## src/rtl/phfla_head_file.sv

```systemverilog
// ----------------------------------------------------------------------------
// List head registers
// One head and valid bit per hart, one write port, one read port, and a
// round-robin search for the first non-empty list from a start hart.
// ----------------------------------------------------------------------------
`timescale 1ns / 1ps

module phfla_head_file #(
  parameter int unsigned Harts = 8,
  parameter int unsigned HartIdxW = 3,
  parameter int unsigned PageW = 12
) (
  input  logic                clk_i,
  input  logic                rst_ni,
  input  logic                we_i,
  input  logic [HartIdxW-1:0] widx_i,
  input  logic [PageW-1:0]    wpage_i,
  input  logic                wvalid_i,
  input  logic [HartIdxW-1:0] ridx_i,
  output logic [PageW-1:0]    rpage_o,
  output logic                rvalid_o,
  input  logic [HartIdxW-1:0] start_i,
  output logic                found_o,
  output logic [HartIdxW-1:0] sel_o
);

  localparam logic [HartIdxW:0] HartsW = (HartIdxW+1)'(Harts);

  logic [PageW-1:0] head_q [Harts];
  logic [Harts-1:0] valid_q;

  always_ff @(posedge clk_i or negedge rst_ni) begin
    if (!rst_ni) begin
      valid_q <= '0;
    end else if (we_i) begin
      valid_q[widx_i] <= wvalid_i;
    end
  end

  always_ff @(posedge clk_i) begin
    if (we_i) begin
      head_q[widx_i] <= wpage_i;
    end
  end

  assign rpage_o  = head_q[ridx_i];
  assign rvalid_o = valid_q[ridx_i];

  always_comb begin
    logic [HartIdxW:0] sum;
    found_o = 1'b0;
    sel_o   = '0;
    for (int k = Harts - 1; k >= 0; k--) begin
      sum = {1'b0, start_i} + (HartIdxW+1)'(k);
      if (sum >= HartsW) begin
        sum = sum - HartsW;
      end
      if (valid_q[sum[HartIdxW-1:0]]) begin
        found_o = 1'b1;
        sel_o   = sum[HartIdxW-1:0];
      end
    end
  end

endmodule
```

## config.mk

```make
export PLATFORM = sky130hd
export DESIGN_NAME = phfla_head_file
export DESIGN_NICKNAME = d
export VERILOG_FILES = /design/src/rtl/phfla_head_file.sv
export SDC_FILE = /design/constraint.sdc
export NUM_CORES = 1
export LEC_CHECK = 0
export BUFFER_PORTS_ARGS = -buffer_cell sky130_fd_sc_hd__buf_2
export CORE_MARGIN = 2
export CORE_UTILIZATION = 45
export CTS_CLUSTER_DIAMETER = 150
export DETAILED_ROUTE_END_ITERATION = 6
export GPL_TIMING_DRIVEN = 1
export SLEW_MARGIN = 20
export SYNTH_ARGS = -nofsm -noshare
export SYNTH_HDL_FRONTEND = slang
export SYNTH_SLANG_ARGS = --single-unit
export TNS_END_PERCENT = 10
```

## constraint.sdc

```tcl
create_clock -name clk_i -period 2.85 [get_ports clk_i]
set_input_delay 0.1425 -clock clk_i [delete_from_list [all_inputs] [get_ports clk_i]]
set_output_delay 0.1425 -clock clk_i [all_outputs]
set_load 0.005 [all_outputs]
```

==> results of run 1 <==
==> metal layers <==
layer	up-vias	track usage
li1	1174	-
met1	1331	0.256
met2	49	0.278
met3	9	0.0389
met4	0	0.0482
met5	-	0
==> flip-flops by register name, indices dropped and copies added (netlist names) <==
name	count
valid_q	8
head_q	96
==> layout make-up <==
| cell class | count | area (µm²) |
|---|---|---|
| Tap cell | 136 | 170 |
| Clock buffer | 9 | 124 |
| Multi-Input combinational cell | 135 | 1610 |
| Clock inverter | 7 | 53.8 |
| Fill cell | 859 | 4950 |
| Inverter | 7 | 26.3 |
| Sequential cell | 104 | 3080 |
| Timing Repair Buffer | 54 | 305 |
==> layout by cell type (no fill, tap or decap), drive strengths merged <==
master       count
nand4b           1
a32oi            1
nor3             2
o22ai            3
a211o            1
edfxtp          96
nor2            11
mux2            26
mux4            36
o21ai            7
nand2b           6
a31oi            2
ha               2
nand2            8
nor4b            1
xnor2            2
nand3            2
clkinv           4
a311o            1
and4b            1
dlygate4sd3      1
mux2i            6
inv             10
xor2             1
a311oi           1
and3             1
dfrtp            8
a21oi            7
buf             53
clkbuf           9
nor4             1
o2111a           1
a21boi           2
o211ai           2
==> per-stage QoR <==
step / TNS [ns] / power [µW] / hold WS [ns]
2_1_floorplan: 0 / 2230 / -0.153
3_3_place_gp: 0 / 2410 / -0.0105
3_5_place_dp: 0 / 2420 / -0.00522
4_1_cts: 0 / 3240 / 0.0343
5_1_grt: -0.000350 / 3380 / 0.0357
6_report: 0 / 3220 / 0.0486
==> power by group <==
| part | internal (µW) | switching (µW) | leakage (µW) |
|---|---|---|---|
| clock network | 328 | 504 | 0.0000912 |
| registers | 1740 | 55.5 | 0.000968 |
| logic | 303 | 292 | 0.000789 |
| total | 2370 | 852 | 0.00185 |
==> worst max-delay path: stages (launching register included) <==
cell     delay [ns]
dfrtp_1        0.46
mux4_1         0.62
mux2_2         0.33
o21ai_1        0.13
a21oi_1        0.08
o21ai_1        0.15
mux2_1         0.33
buf_2          0.12
==> how the worst max path moves through the flow <==
stage | to | slack (ns) | depth (start not counted)
2_1_floorplan | sel_o[0] | 0.31 | 10
3_3_place_gp | sel_o[0] | 0.35 | 10
3_5_place_dp | sel_o[0] | 0.30 | 10
4_1_cts | sel_o[0] | 0.10 | 7
5_1_grt | sel_o[2] | -0.0004 | 7
6_report | sel_o[0] | 0.13 | 7
==> kinds of logic after synthesis <==
logic type | count (synthesis)
compound gates | 28
xor+xnor | 3
simple gates | 34
mux | 68
fa+ha+maj | 2
flops | 104
buf+inv | 19
==> timing repair <==
action                                  4_1_cts  5_1_grt
endpoints found under the setup margin        0        1
buffers inserted                              0        0
hold endpoints to repair                      8        0
hold buffers                                  1        0
resized for setup                             0        0
==> flow_metrics.tcl, run 1 <==
set metrics [dict create \
    drtIter0Drc 153 \
    synth-compound-area-share 0.0412 \
    dieArea_um2 11400 \
    initial_core_util 0.462 \
    ff2ff_setup_slack_ns 1.99 \
    root_buffer "clkbuf_8" \
    synth-simple-area-share 0.0364 \
    synth_top_area_frac 0.604 \
    cts_tree "built" \
    dp.cells 435 \
    chipHeight_um 107 \
    crit_path_end_kind "output pin" \
    finalHoldViolCount 0 \
    syn_inst 258 \
    vias_per_cell 5.67 \
    crit_type "flop to output pin" \
    required_ns 2.71 \
    ys_seq_elements 104 \
    grt_pass1_vias 2705 \
    synth_edf_count 96 \
    slew_violations 0 \
    rr_worst_depth 1 \
    top_layer "met4" \
    routed_wirelength_um 9400 \
    clk_path_buf_depth 2 \
    fin_crit_sh 0.956 \
    fin_crit_ns 2.72 \
    maxCapViolCount 0 \
    grt.overflow.total 0 \
    grt_pass1_wl_um 14900 \
    critPathArrivalTime_ns 2.58 \
    syn-cell-area_um2 4770 \
    drc_errors 0 \
    wl_met3_um 276 \
    clock_latency_ns 0.35 \
    synthAdderAreaFrac 0.00524 \
    worst_slack_ns 0.126 \
    cts.sinks 104 \
    instances_no_fill 452 \
    powerDensity_nw_per_um2 599 \
    track_usage 0.178 \
    setup_viol 0 \
    fin_util 0.520 \
    worst_r2r_endpoint "valid_q[6]$_DFFE_PN0P_" \
    grt_start_max_net_pins 27 \
    postPlaceCellArea_um2 5180 \
    yosys.area_share.xor_xnor 0.00550 \
    hold_class "input port to flop" \
    rsz0062_at_grt "yes" \
    cp_max_fo 7 \
    fin_skew_ns 0 \
    grt_antenna_before_repair 0 \
    r2r_start "valid_q[6]$_DFFE_PN0P_" \
    first_pass_iters 4 \
    areaGrowthSynthToFinish_pct 12.6 \
    drive_above_1_share 0.415 \
    syn_nets 285 \
    min_from "wpage_i[1]" \
    startpoint_type "flop" \
    hpwl_um 6030 \
    leakage_uw 0.00185 \
    die_width_um 107 \
    route.met2.wl_um 4640 \
    yosysTopAreaCell "edfxtp_1" \
    synth.distinct_cells 38 \
    maxSlewHeadroom 0.583 \
    drt-met1-wl_um 4370 \
    synth_most_common_cell "edfxtp_1" \
    final_cell_area_um2 5370 \
    numCtsBuffers 9 \
    tightest_slew_ns 0.623 \
    holdPathEnd "head_q[1][1]$_DFFE_PP_" \
    coreArea_um2 10300 \
    io_buffers 41 \
    post-place-ws_ns 0.301 \
    nets 338 \
    h-tree-depth 3 \
    drt-wirelength-per-cell_um 20.8 \
    rows 37 \
    synth-warning-count 0 \
    pin_count 42 \
    synthFlopType "edfxtp_1" \
    via_count 2563 \
    crit_path_start "valid_q[1]$_DFFE_PN0P_" \
    min_path_cells 1 \
    ys_seq_area_frac 0.646 \
    synth_top_family_by_area "multiplexers" \
    clkSlewWorstSetupHoldPaths_ns 0.10 \
    postRouteAntennaNets 0 \
    gp_congestion 0.873 \
    synthMuxAreaShare 0.247 \
    syn_area_per_cell_um2 18.5 \
    synthTopCellsByArea "edfxtp_1 60%, mux4_2 15%, mux2_2 5.9%" \
    async_reset_ff_frac 0.0769 \
    worst_ir_drop_vdd_uv 266 \
    antenna_cells 0 \
    status "completed" \
    max_freq_ghz 0.367 \
    yosys-top-cells-count "96 x edfxtp_1, 32 x mux4_2, 25 x mux2_2" \
]
(Power assumes the default switching activity.)
==> run 2, diff against run 1 <==
--- a/config.mk
+++ b/config.mk
@@ -11,6 +11,7 @@
 export CTS_CLUSTER_DIAMETER = 150
 export DETAILED_ROUTE_END_ITERATION = 6
 export GPL_TIMING_DRIVEN = 1
+export SETUP_SLACK_MARGIN = 0.4
 export SLEW_MARGIN = 20
 export SYNTH_ARGS = -nofsm -noshare
 export SYNTH_HDL_FRONTEND = slang
==> run 2 against run 1 <==
Count of clock-buffer cells in the layout is 1 higher. Clock power is 16% higher. Setup slack better by 0.15 ns. Via count grew 2.2%. Global-route usage shrank 0.52 points. Core utilization rose by 1.2 points. Clock skew stayed put. Fmax increased by 5.7%. Largest power group unchanged. Highest routed layer unchanged.
==> flow_metrics.tcl, run 2 (synthesis gave the netlist of run 1 again) <==
set metrics [dict create \
    first_pass_iters 4 \
    top_register "head_q" \
    postRouteAntennaNets 0 \
    cts.sinks 104 \
    tns_ns 0 \
    instances_no_fill 462 \
    leakage_uw 0.00190 \
    power.switching_uw 891 \
    fin_crit_ns 2.58 \
    mostFrequentLayoutCell "edfxtp_1" \
    max_freq_ghz 0.388 \
    drive_above_1_share 0.466 \
    drt-wirelength-per-cell_um 19.9 \
    clk_path_buf_depth 2 \
    cp_max_fo 8 \
    worst_ir_drop_vdd_uv 259 \
    io_buffers 41 \
    route.met2.wl_um 4420 \
    routed_wirelength_um 9200 \
    clkSlewWorstSetupHoldPaths_ns 0.11 \
    power.share.sequential 0.528 \
    hpwl_um 6130 \
    fin_hold_ws_ns 0.0423 \
    areaGrowthSynthToFinish_pct 15.2 \
    gp_congestion 0.808 \
    n_fill_cell 837 \
    fin_skew_ns 0 \
    die_width_um 107 \
    grt_start_max_net_pins 22 \
    power_uw 3410 \
    drt-met1-wl_um 4210 \
    initial_core_util 0.462 \
    slew_violations 0 \
    h-tree-depth 3 \
    dieArea_um2 11400 \
    required_ns 2.71 \
    nets 348 \
    grt_pass1_wl_um 14600 \
    track_usage 0.173 \
    numCtsBuffers 9 \
    p_int_uw 2520 \
    chipHeight_um 107 \
    powerDensity_nw_per_um2 620 \
    pin_count 42 \
    rsz0062_at_grt "yes" \
    via_count 2619 \
    wl_met3_um 507 \
    setup_viol 0 \
    antenna_cells 0 \
    crit_path_end_kind "output pin" \
    top_regs "head_q: 96 flops, valid_q: 8 flops" \
    ff2ff_setup_slack_ns 1.79 \
    root_buffer "clkbuf_8" \
    final_cell_area_um2 5500 \
    top_layer "met4" \
    grt_antenna_before_repair 0 \
    critPathArrivalTime_ns 2.43 \
    share_comb_of_total_power 0.190 \
    grt_pass1_vias 2658 \
    maxSlewHeadroom 0.542 \
    status "completed" \
    finalHoldViolCount 0 \
    rows 37 \
    largest_register_ffs 96 \
    coreArea_um2 10300 \
    crit_type "flop to output pin" \
    postPlaceCellArea_um2 5210 \
    swShare 0.262 \
    vias_per_cell 5.67 \
    hold_class "input port to flop" \
    cts_tree "built" \
    maxCapViolCount 0 \
    dp.cells 438 \
    startpoint_type "flop" \
    fin_crit_sh 0.904 \
    tightest_slew_ns 0.683 \
    grt.overflow.total 0 \
    drc_errors 0 \
    clock_latency_ns 0.35 \
    drtIter0Drc 153 \
    mostFrequentLayoutCells "96 x edfxtp_1, 41 x buf_2, 34 x mux4_2" \
    p_clk_frac 0.283 \
]
run 2: changes by cell type in the layout (fill, tap and decap cells not counted), moves of 2 or more:
cell / previous run / this run
clkinv_1: 2 / 0
dfrtp_1: 8 / 3
buf_4: 12 / 22
mux4_2: 32 / 34
dfrtp_2: 0 / 5
mux4_1: 4 / 2
run 2: cell type report:
class	count	area [µm²]	area share
clock inverter	6	86.3	0.0157
timing repair buffer	64	380	0.0692
multi-input combinational	135	1620	0.294
clock buffer	10	128	0.0232
tap	136	170	0.0310
inverter	7	26.3	0.00478
sequential	104	3090	0.562
run 2: power groups by stage:
stage | Combinational [µW] | Clock, µW | Sequential [µW]
2_1_floorplan | 428 | 0 | 1810
3_3_place_gp | 590 | 0 | 1830
3_5_place_dp | 591 | 0 | 1830
4_1_cts | 638 | 984 | 1800
5_1_grt | 704 | 1040 | 1810
6_report | 646 | 963 | 1800
run 2: path summary, 6_finish.rpt:
path | from | endpoint | cells after the start
max in group asynchronous | rst_ni | valid_q[7]$_DFFE_PN0P_ | 2
min in group asynchronous | rst_ni | valid_q[4]$_DFFE_PN0P_ | 2
worst max register to register | valid_q[2]$_DFFE_PN0P_ | valid_q[2]$_DFFE_PN0P_ | 3
worst min-delay path | wpage_i[4] | head_q[3][4]$_DFFE_PP_ | 1
worst min register to register | valid_q[0]$_DFFE_PN0P_ | valid_q[0]$_DFFE_PN0P_ | 1
worst max-delay path | valid_q[6]$_DFFE_PN0P_ | sel_o[0] | 7
run 2: timing repair:
action | 4_1_cts | 5_1_grt
resized for setup | 8 | 3
buffers inserted | 6 | 1
hold endpoints to repair | 8 | 0
setup endpoints to repair | 3 | 3
pin swaps | 3 | 1
hold buffers | 1 | 0
run 2: per-layer routing:
layer,vias up,track usage
li1,1186,-
met1,1351,0.249
met2,77,0.278
met3,5,0.0267
met4,0,0.0473
met5,-,0
run 2: per-stage QoR:
stage	utilization	worst slack (ns)
after floorplan	-	0.453
after global placement	0.504	0.385
after detailed placement	0.504	0.336
after CTS	0.531	0.255
after global routing	0.533	0.145
final	0.533	0.273
run 2: worst max-delay path, cell delays in order, from the launching register on:
cell	delay, ns
dfrtp_2	0.48
mux4_2	0.50
buf_4	0.17
mux2i_1	0.21
inv_1	0.10
o21ai_1	0.16
mux2_1	0.32
buf_2	0.12
